**src/design/adts_frame_deframer_core_assert.svh**
```systemverilog
// ----------------------------------------------------------------------------
// ADTS deframer assertion macros
// Shared concurrent assertion forms, clocked on clk and disabled in reset.
// ----------------------------------------------------------------------------
`ifndef ADTS_FRAME_DEFRAMER_CORE_ASSERT_SVH
`define ADTS_FRAME_DEFRAMER_CORE_ASSERT_SVH

// The consequent must hold in the same cycle as the antecedent.
`define ADTS_ASSERT_SAME(label, ante, cons) \
    label: assert property (@(posedge clk) disable iff (!rst_n) (ante) |-> (cons)) \
        else $error("%m: same-cycle check failed");

// The consequent must hold in the cycle after the antecedent.
`define ADTS_ASSERT_NEXT(label, ante, cons) \
    label: assert property (@(posedge clk) disable iff (!rst_n) (ante) |=> (cons)) \
        else $error("%m: next-cycle check failed");

`endif

```
**src/design/adts_pkg.sv**
```systemverilog
// ----------------------------------------------------------------------------
// ADTS deframer package
// Request types, status codes, parser phases and the sampling rate table.
// ----------------------------------------------------------------------------
package adts_pkg;

    localparam logic [11:0] SYNC_WORD    = 12'hFFF;
    localparam logic [12:0] HDR_LEN_NOCRC = 13'd7;
    localparam logic [12:0] HDR_LEN_CRC   = 13'd9;
    localparam logic [2:0]  HDR_BYTES     = 3'd7;
    localparam logic [2:0]  CRC_BYTES     = 3'd2;
    localparam logic [4:0]  AOT_AAC_LC    = 5'd2;

    localparam logic [2:0] STATUS_PAYLOAD   = 3'd0;
    localparam logic [2:0] STATUS_HEADER    = 3'd1;
    localparam logic [2:0] STATUS_FORMAT    = 3'd2;
    localparam logic [2:0] STATUS_CLEAN_END = 3'd3;
    localparam logic [2:0] STATUS_PREMATURE = 3'd4;

    typedef enum logic [1:0] {
        PH_HDR,
        PH_CRC,
        PH_PAY,
        PH_HALT
    } phase_t;

    typedef struct packed {
        logic [7:0] in_byte;
        logic       end_of_input;
    } adts_in_t;

    typedef struct packed {
        logic [2:0]  status;
        logic [7:0]  payload_byte;
        logic        last_of_frame;
        logic [16:0] sample_rate_hz;
        logic [3:0]  rate_index;
        logic [2:0]  channel_config;
        logic [12:0] payload_length;
        logic        crc_present;
        logic [31:0] frame_number;
        logic [15:0] decoder_config;
    } adts_out_t;

    // A zero entry marks an unsupported sampling frequency index.
    function automatic logic [16:0] rate_hz(input logic [3:0] idx);
        logic [16:0] hz;
        case (idx)
            4'd0:    hz = 17'd96000;
            4'd1:    hz = 17'd88200;
            4'd2:    hz = 17'd64000;
            4'd3:    hz = 17'd48000;
            4'd4:    hz = 17'd44100;
            4'd5:    hz = 17'd32000;
            4'd6:    hz = 17'd24000;
            4'd7:    hz = 17'd22050;
            4'd8:    hz = 17'd16000;
            4'd9:    hz = 17'd12000;
            4'd10:   hz = 17'd11025;
            4'd11:   hz = 17'd8000;
            4'd12:   hz = 17'd7350;
            default: hz = 17'd0;
        endcase
        return hz;
    endfunction

endpackage

```
**src/design/adts_frame_deframer_core.sv**
```systemverilog
// ----------------------------------------------------------------------------
// ADTS frame deframer core
// Parses back-to-back ADTS frames from a byte stream, reports one header
// request per frame and passes the payload bytes through.
// ----------------------------------------------------------------------------
//
//  Channel   Signals                                  Direction
//  stream    stream_valid, stream_stall, stream_item  byte in
//  result    result_valid, result_stall, result_item  result out
//
// One byte is accepted per cycle while stream_stall is low; each request
// passes from the state registers through the header decode into the
// registered result. The result register lets a new byte enter while the
// previous result is taken in the same cycle; stream_stall rises only
// while a held result is itself stalled. Reset puts the parser in header
// gathering with no frames counted. After a format error or an end of
// input the block drops every further byte until reset.

module adts_frame_deframer_core (
    input  logic              clk,
    input  logic              rst_n,
    input  logic              stream_valid,
    output logic              stream_stall,
    input  adts_pkg::adts_in_t  stream_item,
    output logic              result_valid,
    input  logic              result_stall,
    output adts_pkg::adts_out_t result_item
);

    `include "adts_frame_deframer_core_assert.svh"

    adts_pkg::phase_t phase_reg, phase_next;
    logic [47:0] hdr_shift_reg, hdr_shift_next;
    logic [2:0]  byte_count_reg, byte_count_next;
    logic [12:0] payload_left_reg, payload_left_next;
    logic [31:0] frame_counter_reg, frame_counter_next;
    logic        crc_flag_reg, crc_flag_next;

    logic                result_valid_reg;
    adts_pkg::adts_out_t result_reg;

    logic                accept;
    logic                res_fire;
    adts_pkg::adts_out_t res;

    // Header fields as seen on the seventh header byte.
    logic [55:0] hdr_word;
    logic [11:0] hdr_sync;
    logic        hdr_id;
    logic [1:0]  hdr_layer;
    logic        hdr_prot_absent;
    logic [3:0]  hdr_ridx;
    logic [2:0]  hdr_chan;
    logic [12:0] hdr_flen;
    logic [12:0] hdr_len;
    logic [16:0] hdr_hz;
    logic [12:0] hdr_pay_len;
    logic        hdr_ok;
    logic        hdr_last;

    logic        held_terminal;
    logic        held_last;

    assign stream_stall = result_valid_reg && result_stall;
    assign accept       = stream_valid && !stream_stall;
    assign result_valid = result_valid_reg;
    assign result_item  = result_reg;

    assign hdr_word        = {hdr_shift_reg, stream_item.in_byte};
    assign hdr_sync        = hdr_word[55:44];
    assign hdr_id          = hdr_word[43];
    assign hdr_layer       = hdr_word[42:41];
    assign hdr_prot_absent = hdr_word[40];
    assign hdr_ridx        = hdr_word[37:34];
    assign hdr_chan        = hdr_word[32:30];
    assign hdr_flen        = hdr_word[25:13];
    assign hdr_len         = hdr_prot_absent ? adts_pkg::HDR_LEN_NOCRC
                                             : adts_pkg::HDR_LEN_CRC;
    assign hdr_hz          = adts_pkg::rate_hz(hdr_ridx);
    assign hdr_pay_len     = hdr_flen - hdr_len;
    assign hdr_ok          = (hdr_sync == adts_pkg::SYNC_WORD) && !hdr_id
                             && (hdr_layer == 2'd0) && (hdr_hz != 17'd0)
                             && (hdr_flen >= hdr_len);
    assign hdr_last        = (byte_count_reg == adts_pkg::HDR_BYTES - 3'd1);

    // Next state of the parser for the byte being accepted.
    always_comb
    begin
        phase_next         = phase_reg;
        hdr_shift_next     = hdr_shift_reg;
        byte_count_next    = byte_count_reg;
        payload_left_next  = payload_left_reg;
        frame_counter_next = frame_counter_reg;
        crc_flag_next      = crc_flag_reg;
        if (accept && phase_reg != adts_pkg::PH_HALT)
        begin
            if (stream_item.end_of_input)
            begin
                phase_next = adts_pkg::PH_HALT;
            end
            else
            begin
                case (phase_reg)
                    adts_pkg::PH_HDR:
                    begin
                        hdr_shift_next = hdr_word[47:0];
                        if (!hdr_last)
                        begin
                            byte_count_next = byte_count_reg + 3'd1;
                        end
                        else
                        begin
                            byte_count_next = 3'd0;
                            if (!hdr_ok)
                            begin
                                phase_next = adts_pkg::PH_HALT;
                            end
                            else
                            begin
                                crc_flag_next      = !hdr_prot_absent;
                                payload_left_next  = hdr_pay_len;
                                frame_counter_next = frame_counter_reg + 32'd1;
                                if (!hdr_prot_absent)
                                    phase_next = adts_pkg::PH_CRC;
                                else if (hdr_pay_len != 13'd0)
                                    phase_next = adts_pkg::PH_PAY;
                                else
                                    phase_next = adts_pkg::PH_HDR;
                            end
                        end
                    end
                    adts_pkg::PH_CRC:
                    begin
                        if (byte_count_reg == adts_pkg::CRC_BYTES - 3'd1)
                        begin
                            byte_count_next = 3'd0;
                            phase_next = (payload_left_reg != 13'd0) ? adts_pkg::PH_PAY
                                                                      : adts_pkg::PH_HDR;
                        end
                        else
                        begin
                            byte_count_next = byte_count_reg + 3'd1;
                        end
                    end
                    adts_pkg::PH_PAY:
                    begin
                        payload_left_next = payload_left_reg - 13'd1;
                        if (payload_left_reg == 13'd1)
                            phase_next = adts_pkg::PH_HDR;
                    end
                    default:
                    begin
                        phase_next = adts_pkg::PH_HALT;
                    end
                endcase
            end
        end
    end

    // Result for the byte being accepted; fields not used by a status stay zero.
    always_comb
    begin
        res      = '0;
        res_fire = 1'b0;
        if (phase_reg != adts_pkg::PH_HALT)
        begin
            if (stream_item.end_of_input)
            begin
                res_fire   = 1'b1;
                res.status = (phase_reg == adts_pkg::PH_HDR && byte_count_reg == 3'd0)
                             ? adts_pkg::STATUS_CLEAN_END : adts_pkg::STATUS_PREMATURE;
            end
            else
            begin
                case (phase_reg)
                    adts_pkg::PH_HDR:
                    begin
                        if (hdr_last)
                        begin
                            res_fire = 1'b1;
                            if (!hdr_ok)
                            begin
                                res.status = adts_pkg::STATUS_FORMAT;
                            end
                            else
                            begin
                                res.status         = adts_pkg::STATUS_HEADER;
                                res.sample_rate_hz = hdr_hz;
                                res.rate_index     = hdr_ridx;
                                res.channel_config = hdr_chan;
                                res.payload_length = hdr_pay_len;
                                res.crc_present    = !hdr_prot_absent;
                                res.frame_number   = frame_counter_reg;
                                res.decoder_config = {adts_pkg::AOT_AAC_LC, hdr_ridx, 1'b0,
                                                      hdr_chan, 3'b000};
                            end
                        end
                    end
                    adts_pkg::PH_PAY:
                    begin
                        res_fire          = 1'b1;
                        res.status        = adts_pkg::STATUS_PAYLOAD;
                        res.payload_byte  = stream_item.in_byte;
                        res.last_of_frame = (payload_left_reg == 13'd1);
                    end
                    default:
                    begin
                        res_fire = 1'b0;
                    end
                endcase
            end
        end
    end

    always_ff @(posedge clk or negedge rst_n)
    begin
        if (!rst_n)
        begin
            phase_reg         <= adts_pkg::PH_HDR;
            hdr_shift_reg     <= '0;
            byte_count_reg    <= '0;
            payload_left_reg  <= '0;
            frame_counter_reg <= '0;
            crc_flag_reg      <= 1'b0;
            result_valid_reg  <= 1'b0;
        end
        else
        begin
            phase_reg         <= phase_next;
            hdr_shift_reg     <= hdr_shift_next;
            byte_count_reg    <= byte_count_next;
            payload_left_reg  <= payload_left_next;
            frame_counter_reg <= frame_counter_next;
            crc_flag_reg      <= crc_flag_next;
            if (accept)
                result_valid_reg <= res_fire;
            else if (!result_stall)
                result_valid_reg <= 1'b0;
        end
    end

    always_ff @(posedge clk)
    begin
        if (accept)
            result_reg <= res;
    end

    assign held_terminal = result_valid_reg
                           && (result_reg.status inside {adts_pkg::STATUS_FORMAT,
                                                         adts_pkg::STATUS_CLEAN_END,
                                                         adts_pkg::STATUS_PREMATURE});
    assign held_last     = result_valid_reg && result_reg.status == adts_pkg::STATUS_PAYLOAD
                           && result_reg.last_of_frame;

    // Once halted, accepted bytes produce nothing.
    `ADTS_ASSERT_NEXT(a_halt_silent, accept && phase_reg == adts_pkg::PH_HALT, !result_valid_reg)

    // Payload phase is entered only with bytes left to pass.
    `ADTS_ASSERT_SAME(a_pay_nonzero, phase_reg == adts_pkg::PH_PAY, payload_left_reg != 13'd0)

    // A held terminal status means the parser has halted.
    `ADTS_ASSERT_SAME(a_term_halted, held_terminal, phase_reg == adts_pkg::PH_HALT)

    // After the last payload byte the next header starts from its first byte.
    `ADTS_ASSERT_SAME(a_last_rearm, held_last, phase_reg == adts_pkg::PH_HDR && byte_count_reg == 3'd0)

endmodule
```
**config.mk**
```make
export PLATFORM = sky130hd
export DESIGN_NAME = adts_frame_deframer_core
export DESIGN_NICKNAME = d
export VERILOG_FILES = /design/src/design/adts_pkg.sv /design/src/design/adts_frame_deframer_core.sv
export VERILOG_INCLUDE_DIRS = /design/src /design/src/design
export SDC_FILE = /design/constraint.sdc
export NUM_CORES = 1
export LEC_CHECK = 0
export ABC_AREA = 1
export BUFFER_PORTS_ARGS = -buffer_cell sky130_fd_sc_hd__buf_2
export CAP_MARGIN = 0
export CORE_ASPECT_RATIO = 0.8
export CORE_UTILIZATION = 38
export DETAILED_ROUTE_END_ITERATION = 10
export HOLD_SLACK_MARGIN = 0.06
export PLACE_DENSITY = 0.64
export SLEW_MARGIN = 20
export SYNTH_ARGS = -nofsm -noshare
export SYNTH_HDL_FRONTEND = slang
export SYNTH_SLANG_ARGS = --single-unit
export TNS_END_PERCENT = 5
```
**constraint.sdc**
```tcl
create_clock -name clk -period 3.7 [get_ports clk]
set_clock_uncertainty 0.1 [all_clocks]
set_input_delay 0.185 -clock clk [delete_from_list [all_inputs] [get_ports clk]]
set_output_delay 0.185 -clock clk [all_outputs]
set_load 0.005 [all_outputs]
```
==> results_dict.tcl <==
set metrics [dict create \
    crit_path_max_fanout 21 \
    setup.worst_path.start_class "flop" \
    postLayoutCoreUtil_pct 45.1 \
    fin_area_sq_um 10600 \
    synth_enable_flop_cells 83 \
    synthDistinctLibCells 39 \
    power_per_cell_area_nw_per_um2 386 \
    drv_cap 0 \
    place.gp.congestion 0.913 \
    worstMarginPinSlew_ns 0.803 \
    maxUsedRoutingLayer "met4" \
    cp-end-kind "flop" \
    cts_inserted_buffers 17 \
    floorplan.rows 50 \
    worstSetupPathType "reg2reg" \
    netSwitchingFraction_pct 23.3 \
    yosysSeqAreaShare_pct 54.0 \
    die_h_um 141 \
    clock.fmax_mhz 354 \
    post-synth-top-count-cell "sky130_fd_sc_hd__nand2_1" \
    design.final.nets 1208 \
    syn_inst 1072 \
    largest_register_ff_count 83 \
    floorplan.initialDensity_pct 39.0 \
    clkLatencyLatePin_ns 0.45 \
    synth_area_leaders "sky130_fd_sc_hd__edfxtp_1 (27%), sky130_fd_sc_hd__dfrtp_1 (27%), sky130_fd_sc_hd__nand2_1 (9.8%)" \
    routed-via-count 7206 \
    async_flop_share_pct 54.4 \
    cell_total_after_placement 1457 \
    drt-vias-per-instance 4.80 \
    power.leakage_uw 0.00474 \
    setup_viol_count_final 0 \
    power.total_uw 4100 \
    setup_repair_after_global_routing_missed_its_margin "no" \
    p_switching_uw 955 \
    count_of_buffers_added_by_post_cts_timing_repair_for_setup 0 \
    hold_class "in2async" \
    relSlewSlack_pct 46.5 \
    yosys_warnings 0 \
    initial_drt_pass_iterations 5 \
    final_min_period_over_clock_period_pct 76.3 \
    drc_errors 0 \
    seq_power_share_pct 52.5 \
    areaGrowthSynthToFinish_pct 15.6 \
    outcome "finished, final reports clean" \
    first_global_vias 6621 \
    ff2ff_path_depth 12 \
    grt_max_degree 92 \
    worst-endpoint-required_ns 3.87 \
    combined_area_of_all_synthesized_cells_sq_um 9200 \
    rrSetupSlack_ns 0.88 \
    tritoncts "done" \
    core_region_area_sq_um 23600 \
    global_route.overflow_total 0 \
    crit-reg2reg-capture "result_item[73]$_SDFFCE_PP0P_" \
    fraction_of_layout_cells_with_a_size_suffix_above_1_pct 14.4 \
    first_pass_grt_wire_length_um 34900 \
    synth_top_area_cell "sky130_fd_sc_hd__edfxtp_1" \
    finalWorstPathRequiredPeriod_ns 2.82 \
    design.portCount 113 \
    fin_setup_tns_ns 0 \
    cts_resized 0 \
    cts_hold_repair.buffers 10 \
    placement.cell_area_sq_um 9920 \
    starting_drt_drc_count 505 \
    cell_internal_pwr_uw 3150 \
    antenna_violating_nets_post_route 0 \
    max-vdd-ir-drop_uv 293 \
    syn_area_cell_sq_um 8.58 \
    layoutNonFillerInstCount 1500 \
    placement.io_buffers 104 \
    r2r_start "hdr_shift_reg[32]$_DFFE_PN0P_" \
    postSynthRegisterBits 182 \
    comb_power_share_pct 2.6 \
    synth_top_cells_by_count "sky130_fd_sc_hd__nand2_1 (240), sky130_fd_sc_hd__nor2_1 (164), sky130_fd_sc_hd__inv_1 (139)" \
    antenna_violations_before_repair 0 \
    clock_sinks 182 \
    die_width_um 176 \
    groute.usage.overall_pct 17.9 \
    arrival_ns 2.99 \
    route.detailed.wl_per_inst_um 14.2 \
    n_antenna_cell 0 \
    timing.final.max_slew_violations 0 \
    routed-wl-met3_um 1250 \
    yosys.area.top_type_share_pct 27.1 \
    dpl.hpwl_um 15200 \
    met2_length_um 8980 \
    clockRootBuffer "sky130_fd_sc_hd__clkbuf_16" \
    power.clock.fraction_pct 44.9 \
    clockBufferDepth 2 \
    hold_viol_final 0 \
    floorplan.die_area_sq_um 24800 \
    h-tree-depth 4 \
    drt-met1-wl_um 10900 \
    clock_transition_at_the_register_clock_pins_on_the_worst_setup_and_hold_paths_after_cts_ns 0.07 \
    drt-total-wl_um 21300 \
    synth-main-ff-cell "sky130_fd_sc_hd__dfrtp_1" \
]
layout make-up:
| class | count | area [sq um] |
|---|---|---|
| Sequential cell | 182 | 4970 |
| Clock buffer | 18 | 429 |
| Tap cell | 312 | 390 |
| Timing Repair Buffer | 124 | 718 |
| Multi-Input combinational cell | 703 | 3410 |
| Inverter | 147 | 556 |
| Clock inverter | 14 | 159 |
| Fill cell | 2313 | 12900 |
critical path, stage by stage (launching register included):
cell and delay [ns]:
sky130_fd_sc_hd__dfrtp_1 0.46, sky130_fd_sc_hd__inv_1 0.13, sky130_fd_sc_hd__ha_1 0.42, sky130_fd_sc_hd__nand2_1 0.13, sky130_fd_sc_hd__nand2_1 0.08, sky130_fd_sc_hd__nand2_1 0.06
sky130_fd_sc_hd__nand3_1 0.10, sky130_fd_sc_hd__inv_1 0.05, sky130_fd_sc_hd__nand3_1 0.16, sky130_fd_sc_hd__nand4_4 0.37, sky130_fd_sc_hd__nor3_1 0.40, sky130_fd_sc_hd__nand2_1 0.08
sky130_fd_sc_hd__o21ai_0 0.10
power groups by stage:
| stage | Combinational, uW | Clock (uW) | Sequential (uW) |
|---|---|---|---|
| after floorplan | 29.6 | 0 | 2200 |
| after global placement | 100 | 0 | 2190 |
| after detailed placement | 101 | 0 | 2190 |
| after CTS | 109 | 1880 | 2150 |
| after global routing | 123 | 1960 | 2150 |
| final | 109 | 1840 | 2150 |
per-stage QoR:
| stage | hold slack, ns | setup WS (ns) |
|---|---|---|
| 3_3_place_gp | 0.309 | 0.967 |
| 3_5_place_dp | 0.316 | 0.879 |
| 4_1_cts | 0.143 | 0.848 |
| 5_1_grt | 0.133 | 0.605 |
| 2_1_floorplan | -0.211 | 0.946 |
| 6_report | 0.0982 | 0.878 |
placed cells by master, fill, tap and decap left out, types with 3 or more instances in the layout:
master,synthesis,layout
sky130_fd_sc_hd__a21oi_1,33,33
sky130_fd_sc_hd__buf_2,15,103
sky130_fd_sc_hd__buf_4,18,10
sky130_fd_sc_hd__clkbuf_16,0,17
sky130_fd_sc_hd__clkinv_4,0,4
sky130_fd_sc_hd__conb_1,1,8
sky130_fd_sc_hd__dfrtp_1,99,99
sky130_fd_sc_hd__dlygate4sd3_1,0,10
sky130_fd_sc_hd__edfxtp_1,83,83
sky130_fd_sc_hd__ha_1,19,19
sky130_fd_sc_hd__inv_1,139,138
sky130_fd_sc_hd__inv_2,5,5
sky130_fd_sc_hd__inv_6,0,3
sky130_fd_sc_hd__inv_8,0,4
sky130_fd_sc_hd__mux2_2,6,6
sky130_fd_sc_hd__nand2_1,240,239
sky130_fd_sc_hd__nand2_2,3,4
sky130_fd_sc_hd__nand3_1,58,58
sky130_fd_sc_hd__nand4_1,14,14
sky130_fd_sc_hd__nor2_1,164,164
sky130_fd_sc_hd__nor3_1,25,25
sky130_fd_sc_hd__nor4_1,3,3
sky130_fd_sc_hd__o21ai_0,56,56
sky130_fd_sc_hd__o21ai_1,30,30
sky130_fd_sc_hd__xor2_1,28,28
metal layers:
metal	GRT usage (%)	vias to the layer above
li1	-	3619
met1	27.0	3326
met2	25.8	244
met3	3.75	17
met4	4.71	0
met5	0	-
cell families (layout without fill, tap and decap cells):
group                    count (synthesis)  count (layout)  synth area share (%)
buffers and inverters                  194             303                  9.20
XOR/XNOR                                29              29                  2.84
adder cells (fa/ha/maj)                 20              20                  2.80
AO/OA/AOI/OAI                          124             124                  6.87
multiplexers                             6               6                 0.734
flip-flops                             182             182                  54.0
AND/OR/NAND/NOR                        516             516                  23.5
other                                    1               8                0.0407
how the worst max path moves through the flow:
| stage | from | to | slack (ns) | cells past startpoint |
|---|---|---|---|---|
| 2_1_floorplan | result_valid$_DFFE_PN0P_ | result_item[12]$_SDFFCE_PP0P_ | 0.95 | 3 |
| 3_3_place_gp | hdr_shift_reg[32]$_DFFE_PN0P_ | frame_counter_reg[3]$_DFFE_PN0P_ | 0.97 | 12 |
| 3_5_place_dp | hdr_shift_reg[32]$_DFFE_PN0P_ | frame_counter_reg[3]$_DFFE_PN0P_ | 0.88 | 12 |
| 4_1_cts | hdr_shift_reg[32]$_DFFE_PN0P_ | frame_counter_reg[3]$_DFFE_PN0P_ | 0.85 | 12 |
| 5_1_grt | hdr_shift_reg[32]$_DFFE_PN0P_ | result_item[73]$_SDFFCE_PP0P_ | 0.61 | 12 |
| 6_report | hdr_shift_reg[32]$_DFFE_PN0P_ | result_item[73]$_SDFFCE_PP0P_ | 0.88 | 12 |
Power figures use the tool's default switching activity.
